File: src/rtl/ils_pkg.sv
// Shared types, codes and widths for the indexed list store.
package ils_pkg;

   localparam int CAPACITY_DEFAULT = 16;

   localparam int KIND_W   = 2;
   localparam int VALUE_W  = 32;
   localparam int POS_W    = 6;
   localparam int FOUND_W  = 5;
   localparam int COUNT_W  = 5;
   localparam int STATUS_W = 2;

   typedef enum logic [KIND_W-1:0] {
      KIND_ADD    = 2'd0,
      KIND_FIND   = 2'd1,
      KIND_GET    = 2'd2,
      KIND_REMOVE = 2'd3
   } kind_type;

   typedef enum logic [STATUS_W-1:0] {
      STAT_OK       = 2'd0,
      STAT_NOTFOUND = 2'd1,
      STAT_RANGE    = 2'd2,
      STAT_FULL     = 2'd3
   } status_type;

   typedef enum logic [1:0] {
      ST_IDLE = 2'd0,
      ST_SCAN = 2'd1,
      ST_DATA = 2'd2
   } state_type;

endpackage

File: src/rtl/ils_ifs.sv
// Request and response channel interfaces of the indexed list store.
interface ils_req_if;
   logic                            valid;
   logic                            ready;
   ils_pkg::kind_type               kind;
   logic signed [ils_pkg::VALUE_W-1:0] value;
   logic [ils_pkg::POS_W-1:0]       position;

   modport source (output valid, output kind, output value, output position, input ready);
   modport sink   (input valid, input kind, input value, input position, output ready);
endinterface

interface ils_rsp_if;
   logic                               valid;
   logic                               ready;
   logic signed [ils_pkg::FOUND_W-1:0] found_position;
   logic signed [ils_pkg::VALUE_W-1:0] read_value;
   logic [ils_pkg::COUNT_W-1:0]        entry_count;
   ils_pkg::status_type                status;

   modport source (output valid, output found_position, output read_value,
                   output entry_count, output status, input ready);
   modport sink   (input valid, input found_position, input read_value,
                   input entry_count, input status, output ready);
endinterface

File: src/rtl/indexed_list_store.sv
// Top level of the indexed list store: sequencer, entry RAM and response register.
//
// The block keeps an ordered list of up to CAPACITY signed 32-bit entries in a
// single RAM (one write port, one registered read port) and serves one request
// at a time. Add puts a value at the front, find returns the first matching
// position (or -1), get reads the entry at a position (or 0), and remove
// deletes an entry and closes the gap; every response carries the entry count
// afterward and a status. Each moved or inspected entry takes a RAM read and
// then a write or compare in the one shared datapath; an add moves every stored
// entry back, a find walks from the front until a match, a get reads one entry,
// and a remove moves each entry behind position p forward. Refused requests
// (full list, position out of range) respond without touching the RAM. The
// request side is ready only while the sequencer is idle. The response sits in
// an output register, so a new request is taken while it waits; the next
// response stalls the sequencer until the register frees. The RAM needs no
// clearing pass: entries at or past the count are never read.
module indexed_list_store #(
   parameter int CAPACITY = ils_pkg::CAPACITY_DEFAULT
) (
   input  logic      clock,
   input  logic      reset,
   ils_req_if.sink   req_chan,
   ils_rsp_if.source rsp_chan
);

   localparam int ADDR_W = $clog2(CAPACITY);
   localparam int CNT_W  = $clog2(CAPACITY + 1);
   localparam int CMP_W  = (CNT_W > ils_pkg::POS_W) ? CNT_W : ils_pkg::POS_W;
   localparam logic [CNT_W-1:0] CAP_CNT = CNT_W'(CAPACITY);

   // Sequencer state and latched request
   ils_pkg::state_type                 state_ff, state_in;
   ils_pkg::kind_type                  kind_ff;
   logic signed [ils_pkg::VALUE_W-1:0] value_ff;
   logic [ils_pkg::POS_W-1:0]          pos_ff;
   logic [CNT_W-1:0]                   idx_ff, idx_in;
   logic [CNT_W-1:0]                   count_ff, count_in;

   // Response register
   logic                               rsp_valid_ff, rsp_valid_in;
   logic signed [ils_pkg::FOUND_W-1:0] rsp_found_ff;
   logic signed [ils_pkg::VALUE_W-1:0] rsp_read_ff;
   logic [ils_pkg::COUNT_W-1:0]        rsp_count_ff;
   ils_pkg::status_type                rsp_status_ff;

   // Step results
   logic                               done, go_data, out_free, req_accept;
   logic signed [ils_pkg::FOUND_W-1:0] res_found;
   logic signed [ils_pkg::VALUE_W-1:0] res_read;
   ils_pkg::status_type                res_status;

   // RAM control
   logic                        wr_en, rd_en;
   logic [ADDR_W-1:0]           wr_addr, rd_addr;
   logic [ils_pkg::VALUE_W-1:0] wr_data, rd_data;

   logic [CNT_W-1:0] idx_nx, idx_pv;
   logic [CMP_W-1:0] pos_ext, cnt_ext, idx_ext, cnt_res_ext;
   logic             pos_ok, data_hit;

   assign req_accept = req_chan.valid && req_chan.ready;
   assign out_free   = !rsp_valid_ff || rsp_chan.ready;

   assign idx_nx   = CNT_W'(idx_ff + 1'b1);
   assign idx_pv   = CNT_W'(idx_ff - 1'b1);
   assign pos_ext  = CMP_W'(pos_ff);
   assign cnt_ext  = CMP_W'(count_ff);
   assign idx_ext  = CMP_W'(idx_ff);
   assign pos_ok   = pos_ext < cnt_ext;
   // the one shared compare: RAM word against the searched value
   assign data_hit = (rd_data == value_ff);

   ils_ram #(
      .WIDTH (ils_pkg::VALUE_W),
      .DEPTH (CAPACITY)
   ) u_ram (
      .clock   (clock),
      .wr_en   (wr_en),
      .wr_addr (wr_addr),
      .wr_data (wr_data),
      .rd_en   (rd_en),
      .rd_addr (rd_addr),
      .rd_data (rd_data)
   );

   // Datapath step: decide what this cycle does to the RAM, the index and count
   always_comb begin
      done       = 1'b0;
      go_data    = 1'b0;
      idx_in     = idx_ff;
      count_in   = count_ff;
      wr_en      = 1'b0;
      wr_addr    = idx_ff[ADDR_W-1:0];
      wr_data    = rd_data;
      rd_en      = 1'b0;
      rd_addr    = idx_ff[ADDR_W-1:0];
      res_found  = '1;
      res_read   = '0;
      res_status = ils_pkg::STAT_OK;
      case (state_ff)
         ils_pkg::ST_IDLE: begin
            // seed the walk index from the incoming request
            if (req_accept) begin
               case (req_chan.kind)
                  ils_pkg::KIND_ADD:  idx_in = count_ff;
                  ils_pkg::KIND_FIND: idx_in = '0;
                  default:            idx_in = CNT_W'(req_chan.position);
               endcase
            end
         end
         ils_pkg::ST_SCAN: begin
            case (kind_ff)
               ils_pkg::KIND_ADD: begin
                  if (count_ff == CAP_CNT) begin
                     done       = 1'b1;
                     res_status = ils_pkg::STAT_FULL;
                  end else if (idx_ff == '0) begin
                     // slot 0 is free now: drop the new value in
                     done = 1'b1;
                     if (out_free) begin
                        wr_en    = 1'b1;
                        wr_addr  = '0;
                        wr_data  = value_ff;
                        count_in = CNT_W'(count_ff + 1'b1);
                     end
                  end else begin
                     rd_en   = 1'b1;
                     rd_addr = idx_pv[ADDR_W-1:0];
                     go_data = 1'b1;
                  end
               end
               ils_pkg::KIND_FIND: begin
                  if (idx_ff == count_ff) begin
                     done       = 1'b1;
                     res_status = ils_pkg::STAT_NOTFOUND;
                  end else begin
                     rd_en   = 1'b1;
                     go_data = 1'b1;
                  end
               end
               ils_pkg::KIND_GET: begin
                  if (!pos_ok) begin
                     done       = 1'b1;
                     res_status = ils_pkg::STAT_RANGE;
                  end else begin
                     rd_en   = 1'b1;
                     rd_addr = pos_ext[ADDR_W-1:0];
                     go_data = 1'b1;
                  end
               end
               default: begin
                  if (!pos_ok) begin
                     done       = 1'b1;
                     res_status = ils_pkg::STAT_RANGE;
                  end else if (idx_nx == count_ff) begin
                     // gap has reached the tail
                     done = 1'b1;
                     if (out_free) begin
                        count_in = CNT_W'(count_ff - 1'b1);
                     end
                  end else begin
                     rd_en   = 1'b1;
                     rd_addr = idx_nx[ADDR_W-1:0];
                     go_data = 1'b1;
                  end
               end
            endcase
         end
         ils_pkg::ST_DATA: begin
            case (kind_ff)
               ils_pkg::KIND_ADD: begin
                  // move entry idx-1 back to idx
                  wr_en  = 1'b1;
                  idx_in = idx_pv;
               end
               ils_pkg::KIND_FIND: begin
                  if (data_hit) begin
                     done      = 1'b1;
                     res_found = idx_ext[ils_pkg::FOUND_W-1:0];
                  end else begin
                     idx_in = idx_nx;
                  end
               end
               ils_pkg::KIND_GET: begin
                  done     = 1'b1;
                  res_read = rd_data;
               end
               default: begin
                  // move entry idx+1 forward to idx
                  wr_en  = 1'b1;
                  idx_in = idx_nx;
               end
            endcase
         end
         default: begin
            done = 1'b0;
         end
      endcase
   end

   // Next state
   always_comb begin
      state_in = state_ff;
      case (state_ff)
         ils_pkg::ST_IDLE: begin
            if (req_accept) begin
               state_in = ils_pkg::ST_SCAN;
            end
         end
         ils_pkg::ST_SCAN: begin
            if (done) begin
               if (out_free) begin
                  state_in = ils_pkg::ST_IDLE;
               end
            end else if (go_data) begin
               state_in = ils_pkg::ST_DATA;
            end
         end
         ils_pkg::ST_DATA: begin
            if (done) begin
               if (out_free) begin
                  state_in = ils_pkg::ST_IDLE;
               end
            end else begin
               state_in = ils_pkg::ST_SCAN;
            end
         end
         default: state_in = ils_pkg::ST_IDLE;
      endcase
   end

   // Response valid: set on a finished request, clear once taken
   always_comb begin
      rsp_valid_in = rsp_valid_ff;
      if (done && out_free) begin
         rsp_valid_in = 1'b1;
      end else if (rsp_chan.ready) begin
         rsp_valid_in = 1'b0;
      end
   end

   assign cnt_res_ext = CMP_W'(count_in);

   always_ff @(posedge clock) begin
      if (reset) begin
         state_ff     <= ils_pkg::ST_IDLE;
         count_ff     <= '0;
         rsp_valid_ff <= 1'b0;
      end else begin
         state_ff     <= state_in;
         count_ff     <= count_in;
         rsp_valid_ff <= rsp_valid_in;
      end
   end

   always_ff @(posedge clock) begin
      idx_ff <= idx_in;
      if (req_accept) begin
         kind_ff  <= req_chan.kind;
         value_ff <= req_chan.value;
         pos_ff   <= req_chan.position;
      end
      // hold the payload until a finished request can land
      if (done && out_free) begin
         rsp_found_ff  <= res_found;
         rsp_read_ff   <= res_read;
         rsp_count_ff  <= cnt_res_ext[ils_pkg::COUNT_W-1:0];
         rsp_status_ff <= res_status;
      end
   end

   assign req_chan.ready          = (state_ff == ils_pkg::ST_IDLE);
   assign rsp_chan.valid          = rsp_valid_ff;
   assign rsp_chan.found_position = rsp_found_ff;
   assign rsp_chan.read_value     = rsp_read_ff;
   assign rsp_chan.entry_count    = rsp_count_ff;
   assign rsp_chan.status         = rsp_status_ff;

endmodule

File: src/rtl/ils_ram.sv
// Generic simple dual-port RAM with registered read.
module ils_ram #(
   parameter int WIDTH = 32,
   parameter int DEPTH = 16
) (
   input  logic                     clock,
   input  logic                     wr_en,
   input  logic [$clog2(DEPTH)-1:0] wr_addr,
   input  logic [WIDTH-1:0]         wr_data,
   input  logic                     rd_en,
   input  logic [$clog2(DEPTH)-1:0] rd_addr,
   output logic [WIDTH-1:0]         rd_data
);

   logic [WIDTH-1:0] mem [DEPTH];
   logic [WIDTH-1:0] rd_data_ff;

   always_ff @(posedge clock) begin
      if (wr_en) begin
         mem[wr_addr] <= wr_data;
      end
      if (rd_en) begin
         rd_data_ff <= mem[rd_addr];
      end
   end

   assign rd_data = rd_data_ff;

endmodule

File: src/flat_wrapper.sv
// flat-port wrapper written by rule: the top's interface ports become plain ports
module indexed_list_store_flat 
#(
   parameter int CAPACITY = ils_pkg::CAPACITY_DEFAULT
)
  (clock, reset, req_chan_valid, req_chan_kind, req_chan_value, req_chan_position, req_chan_ready, rsp_chan_valid, rsp_chan_found_position, rsp_chan_read_value, rsp_chan_entry_count, rsp_chan_status, rsp_chan_ready);
  ils_req_if req_chan_i ();
  ils_rsp_if rsp_chan_i ();
  input  logic clock;
  input  logic reset;
  input wire logic [$bits(req_chan_i.valid)-1:0] req_chan_valid;
  input wire logic [$bits(req_chan_i.kind)-1:0] req_chan_kind;
  input wire logic [$bits(req_chan_i.value)-1:0] req_chan_value;
  input wire logic [$bits(req_chan_i.position)-1:0] req_chan_position;
  output wire logic [$bits(req_chan_i.ready)-1:0] req_chan_ready;
  output wire logic [$bits(rsp_chan_i.valid)-1:0] rsp_chan_valid;
  output wire logic [$bits(rsp_chan_i.found_position)-1:0] rsp_chan_found_position;
  output wire logic [$bits(rsp_chan_i.read_value)-1:0] rsp_chan_read_value;
  output wire logic [$bits(rsp_chan_i.entry_count)-1:0] rsp_chan_entry_count;
  output wire logic [$bits(rsp_chan_i.status)-1:0] rsp_chan_status;
  input wire logic [$bits(rsp_chan_i.ready)-1:0] rsp_chan_ready;
  assign req_chan_i.valid = req_chan_valid;
  assign req_chan_i.kind = req_chan_kind;
  assign req_chan_i.value = req_chan_value;
  assign req_chan_i.position = req_chan_position;
  assign req_chan_ready = req_chan_i.ready;
  assign rsp_chan_valid = rsp_chan_i.valid;
  assign rsp_chan_found_position = rsp_chan_i.found_position;
  assign rsp_chan_read_value = rsp_chan_i.read_value;
  assign rsp_chan_entry_count = rsp_chan_i.entry_count;
  assign rsp_chan_status = rsp_chan_i.status;
  assign rsp_chan_i.ready = rsp_chan_ready;
  indexed_list_store #(.CAPACITY(CAPACITY)) u_core (.clock(clock), .reset(reset), .req_chan(req_chan_i), .rsp_chan(rsp_chan_i));
endmodule
File: config.mk
export PLATFORM = sky130hd
export DESIGN_NAME = indexed_list_store_flat
export DESIGN_NICKNAME = d
export VERILOG_FILES = /design/src/rtl/ils_pkg.sv /design/src/rtl/ils_ifs.sv /design/src/rtl/indexed_list_store.sv /design/src/rtl/ils_ram.sv /design/src/flat_wrapper.sv
export SDC_FILE = /design/constraint.sdc
export NUM_CORES = 1
export LEC_CHECK = 0
export BUFFER_PORTS_ARGS = -buffer_cell sky130_fd_sc_hd__buf_2
export CAP_MARGIN = 40
export CORE_MARGIN = 1.5
export CORE_UTILIZATION = 56
export CTS_CLUSTER_DIAMETER = 100
export DETAILED_ROUTE_END_ITERATION = 16
export HOLD_SLACK_MARGIN = 0.02
export PLACE_DENSITY = 0.79
export SLEW_MARGIN = 20
export SYNTH_ARGS = -nofsm -noshare
export SYNTH_HDL_FRONTEND = slang
export SYNTH_HIERARCHICAL = 1
export SYNTH_SLANG_ARGS = --single-unit
File: constraint.sdc
create_clock -name clock -period 5.8 [get_ports clock]
set_input_delay 0.87 -clock clock [delete_from_list [all_inputs] [get_ports clock]]
set_output_delay 0.87 -clock clock [all_outputs]
set_load 0.005 [all_outputs]
== Word-level counts from Yosys, hierarchy flattened ==
Memory sizes are Yosys's and may differ from the RTL's. A register that Yosys moved wholly into a read port is not among the register bits.
Cells that the tools add are included.
Widths: inputs -> output; s select.
Operators by class
  $add $sub $neg: 4
  order comparisons: 1
  equality and inequality tests: 13
  multiplexer cells: 68
  reductions and logical operators: 15
Operators by type and width (count)
  $mux 32: 5
  $mux 5: 9
  $mux 4: 11
  $eq 32x32->1: 1
  $pmux 5 s2: 3
  $mux 1: 24
  $pmux 5 s3: 1
  $mux 2: 7
  $pmux 4 s3: 1
  $add 5x1->5 const B: 2
  $eq 5x5->1: 2
  $sub 5x1->5 const B: 2
  $eq 2x1->1 const B: 3
  $logic_not 2->1: 3
  $lt 6x5->1: 1
  $pmux 1 s2: 3
  $pmux 1 s3: 2
  $pmux 2 s3: 1
  $eq 5x5->1 const B: 1
  $logic_not 5->1: 1
  $eq 2x2->1 const B: 2
  $ne 2x2->1 const B: 2
  $pmux 2 s2: 1
  $reduce_and 2->1: 2
  9 further kinds: 11
Storage, ports and cells
  register bits: 97
  memory bits (writable): 512
  bits of input ports: 44
  logic and storage cells: 113
  memories kept: 1
Memory list
  u_core.u_ram.mem: words 16, bits a word 32, read ports 1, clocked after memory_dff 1, write ports 1, line ils_ram.sv:15  | logic [WIDTH-1:0] mem [DEPTH];

== Logic depth before layout (Yosys ltp) ==
  depth after elaboration: 9
  depth in mapped cells: 16

== Cells and area by module ==
Netlist, hierarchy kept.
By module, submodules not included
  ils_ram: times used 1, cells an instance 838, area an instance 20155.6 sq um
  indexed_list_store: times used 1, cells an instance 455, area an instance 5372.7 sq um

== Least setup slack after synthesis ==
OpenSTA, ideal clock, no wires.
  kind: reg-to-reg
  start point: register u_core.idx_ff[0]
  end point: memory u_core.u_ram.mem[0][0], enable pin
  library setup time: 461 ps
  arrival: 4924 ps
  data required time: 5339 ps
  setup slack: 415 ps
  cell stages (with the launch flop): 12
  period minus slack after synthesis: 5385 ps
  cells stage by stage: edfxtp_1 -> buf_2 -> inv_1 -> ha_1 -> nor4b_2 -> and3_1 -> clkbuf_1 -> nand2_1 -> buf_2 -> a21boi_0 -> or3b_2 -> nor3_1
On the way
  cells in the longest elaborated chain, start to end: 7
  elaborated cells between the ends (all ways): 12
  those cells by class: 11 x mux; 1 x reduce/logical
Ends and longest elaborated chain
  from (decl): line indexed_list_store.sv:36  | logic [CNT_W-1:0] idx_ff, idx_in;
  from (signal assigned): line indexed_list_store.sv:257  | idx_ff <= idx_in;
  $logic_not 5->1: line indexed_list_store.sv:117  | end else if (idx_ff == '0) begin
  $mux 1: line indexed_list_store.sv:117
  $mux 1: line indexed_list_store.sv:114  | if (count_ff == CAP_CNT) begin
  $mux 1: line indexed_list_store.sv:112  | case (kind_ff)
  $pmux 1 s2: line indexed_list_store.sv:100  | case (state_ff)
  via u_core.wr_en: line indexed_list_store.sv:53  | logic wr_en, rd_en;
  $mux 1: line ils_ram.sv:19  | if (wr_en) begin
  $mux 1 (implied by the code): line ils_ram.sv:20  | mem[wr_addr] <= wr_data;
  to (decl): line ils_ram.sv:15
The timed path passes the listed nets, and every way through them passes these cells.

== Worst setup path after layout ==
  start point: register u_core.idx_ff[0]
  end point: register u_core.u_ram.rd_data_ff[20] (netlist: u_core/u_ram/rd_data[20]), read port of u_core.u_ram.mem (data pin)
On the way
  cells in the longest elaborated chain, start to end: 6
  elaborated cells between the ends (all ways): 19
  those cells by class: 2 x add/sub; 2 x eq/ne; 14 x mux; 1 x reduce/logical
Ends and longest elaborated chain
  $add 5x1->5: line indexed_list_store.sv:64  | assign idx_nx = CNT_W'(idx_ff + 1'b1);
  $eq 5x5->1: line indexed_list_store.sv:155  | end else if (idx_nx == count_ff) begin
  $mux 4: line indexed_list_store.sv:155
  $mux 4: line indexed_list_store.sv:152  | if (!pos_ok) begin
  $pmux 4 s3: line indexed_list_store.sv:112
  $mux 4 *: line indexed_list_store.sv:100
  via u_core.rd_addr[0]: line indexed_list_store.sv:54  | logic [ADDR_W-1:0] wr_addr, rd_addr;
  to (decl): line ils_ram.sv:16  | logic [WIDTH-1:0] rd_data_ff;
Mark *: on every way through the listed nets, which the timed path passes. The rest lies on a longest branch.
A chain may end at the register's enable or synchronous reset.

==> load_flow_metrics.sql <==
INSERT INTO impl_metrics (metric_group, metric, value, unit) VALUES
('placed_design', 'pre_cts_slack', '1.19', 'ns'),
('floorplan', 'top_level_ports', '90', ''),
('power_and_ir_drop', 'power.density', '473', 'mW/mm^2'),
('power_and_ir_drop', 'ir_worst_vdd', '448', 'uV'),
('grt', 'grt_first_pass_wirelength', '89.3', 'mm'),
('clock_network', 'tritoncts', 'done', ''),
('logic_synthesis', 'synth.yosys.seq_area_share', '75.1', '%'),
('logic_synthesis', 'netlist_area', '0.0255', 'mm^2'),
('logic_synthesis', 'post_synthesis_register_bit_count', '641', ''),
('clock_network', 'post-cts-setup-buffer-count', '0', ''),
('grt', 'grt_pass1_vias', '13700', ''),
('logic_synthesis', 'syn_avg_cell_area', '19.7', 'um^2'),
('floorplan', 'die_area', '0.0469', 'mm^2'),
('clock_network', 'post_cts_hold_buffer_count', '0', ''),
('power_and_ir_drop', 'switchingPower', '4.23', 'mW'),
('layout', 'final_core_util', '64.1', '%'),
('grt', 'globalRouteTotalUtil', '26.5', '%'),
('setup_path', 'endpoint_kind', 'flip-flop', ''),
('setup_path', 'worst-endpoint-arrival', '5.12', 'ns'),
('sta', 'fin_setup_tns', '0', 'ns'),
('layout', 'most-common-layout-cells', 'edfxtp_1, mux4_2, buf_2', ''),
('clock_network', 'cts.sink_count', '641', ''),
('grt', 'largest_net_degree_at_the_start_of_global_routing', '95', ''),
('setup_path', 'critical_path.most_common_cell', 'nand2_1', ''),
('sta', 'endpoints_failing_setup', '0', ''),
('clock_network', 'cts-root-to-sink-buffers', '3', ''),
('power_and_ir_drop', 'combinationalPowerShare', '28.1', '%'),
('sta', 'clock-skew-final', '0.0202', 'ns'),
('sta', 'slew_violations', '0', ''),
('power_and_ir_drop', 'clockPowerShare', '28.5', '%'),
('sta', 'fin_crit', '4.74', 'ns'),
('route', 'initialDrtViolationCount', '1783', ''),
('clock_network', 'clock_latency_of_the_later_clocked_register_in_the_worst_skew_pair', '0.64', 'ns'),
('clock_network', 'ctsHtreeMaxLevel', '2', ''),
('floorplan', 'start_util', '56.5', '%'),
('clock_network', 'worst_setup_hold_path_clk_slew', '0.06', 'ns'),
('setup_path', 'crit_path_buf_inv_count', '2', ''),
('power_and_ir_drop', 'netSwitchingFraction', '30.8', '%'),
('setup_path', 'cp_slowest_cell', 'or4_1', ''),
('setup_path', 'worstPathRequired', '6.18', 'ns'),
('logic_synthesis', 'post_synth_edffs', '633', ''),
('floorplan', 'number_of_placement_rows', '78', ''),
('layout', 'areaGrowthSynthToFinish', '13.4', '%'),
('status', 'outcome', 'finished, final reports clean', ''),
('logic_synthesis', 'synthCells', '1293', ''),
('grt', 'grt_antenna_before_repair', '1', ''),
('route', 'via_count', '13600', ''),
('sta', 'final.period_utilization', '81.7', '%'),
('floorplan', 'chipHeight', '217', 'um'),
('power_and_ir_drop', 'post_layout_total_power', '13.7', 'mW'),
('clock_network', 'post_cts.resized_instances', '0', ''),
('sta', 'hold_viol_final', '0', ''),
('clock_network', 'library_cell_used_as_clock_root_buffer', 'clkbuf_16', ''),
('power_and_ir_drop', 'cellInternalPower', '9.48', 'mW'),
('route', 'drt.antenna.violating_nets', '0', ''),
('sta', 'worst_hold_slack', '0.408', 'ns'),
('logic_synthesis', 'syn-num-nets', '1355', ''),
('setup_path', 'critical_path_peak_fanout', '94', ''),
('hold_path', 'hold_class', 'input pin to flip-flop', ''),
('layout', 'post_route_cells_drive_above_1_share', '29.4', '%'),
('sta', 'max_slew_headroom_at_the_worst_pin', '38.7', '%'),
('setup_path', 'crit_chain', 'inv_1 > ha_1 > xnor2_1 > nand2_1 > or4_1 > nand3_1 > a31oi_1 > a21oi_4 > buf_12 > mux4_2 > a22oi_1 > nand2_1', ''),
('grt', 'gr-total-overflow', '0', ''),
('layout', 'finish.net_count', '1482', ''),
('setup_path', 'r2r.worst_path.cells', '12', ''),
('floorplan', 'die_width', '217', 'um'),
('route', 'detail_route.wl_per_cell', '29.6', 'um'),
('logic_synthesis', 'synth.largest_area_cell', 'edfxtp_1', ''),
('setup_path', 'worst_path_largest_cell_delay', '0.72', 'ns'),
('logic_synthesis', 'ys_dominant_reg_cell', 'edfxtp_1', ''),
('sta', 'postLayoutSetupSlackWorst', '1.06', 'ns');
logic make-up (layout without fill, tap and decap cells):
kind of cell / count (synthesis) / count (layout) / synth area share (%)
AOI/OAI and AO/OA: 146 / 146 / 4.18
muxes: 164 / 164 / 12.9
other: 0 / 1 / 0
DFF: 641 / 641 / 75.1
buffers and inverters: 92 / 270 / 1.57
xor gates and xnor gates: 47 / 47 / 1.64
adders and majority gates: 18 / 18 / 0.882
and+or+nand+nor: 185 / 185 / 3.78
power by group through the flow:
stage | Clock, mW | Combinational [mW] | Sequential [mW]
after CTS | 3.95 | 3.84 | 5.95
final | 3.91 | 3.85 | 5.96
after global placement | 0 | 3.72 | 6.03
after global routing | 4.11 | 4.11 | 5.97
after detailed placement | 0 | 3.79 | 6.04
after floorplan | 0 | 2.77 | 5.95
through the flow:
stage	instance area, um^2	std cells
2_1_floorplan	25500	1293
3_3_place_gp	27000	1955
3_5_place_dp	27000	1955
4_1_cts	28900	2069
5_1_grt	29000	2071
6_report	29000	2072
layer usage:
metal	track usage [%]	share of wire, %
met1	36.0	37
met2	42.1	48
met3	5.26	10
met4	11.9	4.2
met5	0	0
state kept, by name (all words and copies together) (netlist names), 6 cells and up:
register	count
u_core/pos_ext	6
u_core/rsp_chan.read_value	32
u_core/u_ram/mem	512
u_core/u_ram/rd_data	32
u_core/value_ff	32
cell usage after synthesis (4+ instances only):
cell type,number
nor2b_1,5
nor2_1,26
inv_1,21
edfxtp_1,633
buf_1,11
mux4_2,128
nor3_1,13
a22oi_1,65
a31oi_1,7
dfxtp_1,8
mux2i_1,4
nand2b_1,9
a21o_1,4
nand2_1,52
nand4_1,4
xor2_1,31
ha_1,18
buf_2,14
buf_4,10
a211oi_1,5
nand3_1,18
nor4_1,8
mux2_2,32
o21ai_0,4
xnor2_1,15
clkbuf_1,36
a21oi_1,28
and3_1,36
worst paths after layout:
path	start	end	slack [ns]
worst max register to register	u_core/idx_ff[0]	u_core/u_ram/rd_data[20]	1.06
worst min register to register	u_core/state_ff[0]	u_core/state_ff[0]	0.52
worst min-delay path	req_chan_value[16]	u_core/value_ff[16]	0.41
worst max-delay path	u_core/idx_ff[0]	u_core/u_ram/rd_data[20]	1.06
layout make-up:
class	instances	area, um^2
inverters	21	78.8
repair buffers	135	861
clock inverters	43	379
well taps	600	751
clock buffers	71	1590
fillers	2939	16200
diodes	1	2.50
flip-flops and latches	641	19200
multi-input cells	560	6140
worst reg2reg max path: stages (launching register included):
cell      delay [ns]
edfxtp_1        0.59
inv_1           0.24
ha_1            0.43
xnor2_1         0.16
nand2_1         0.09
or4_1           0.72
nand3_1         0.20
a31oi_1         0.15
a21oi_4         0.24
buf_12          0.58
mux4_2          0.76
a22oi_1         0.24
nand2_1         0.08
Note: power is estimated with default switching activity, not from simulation.
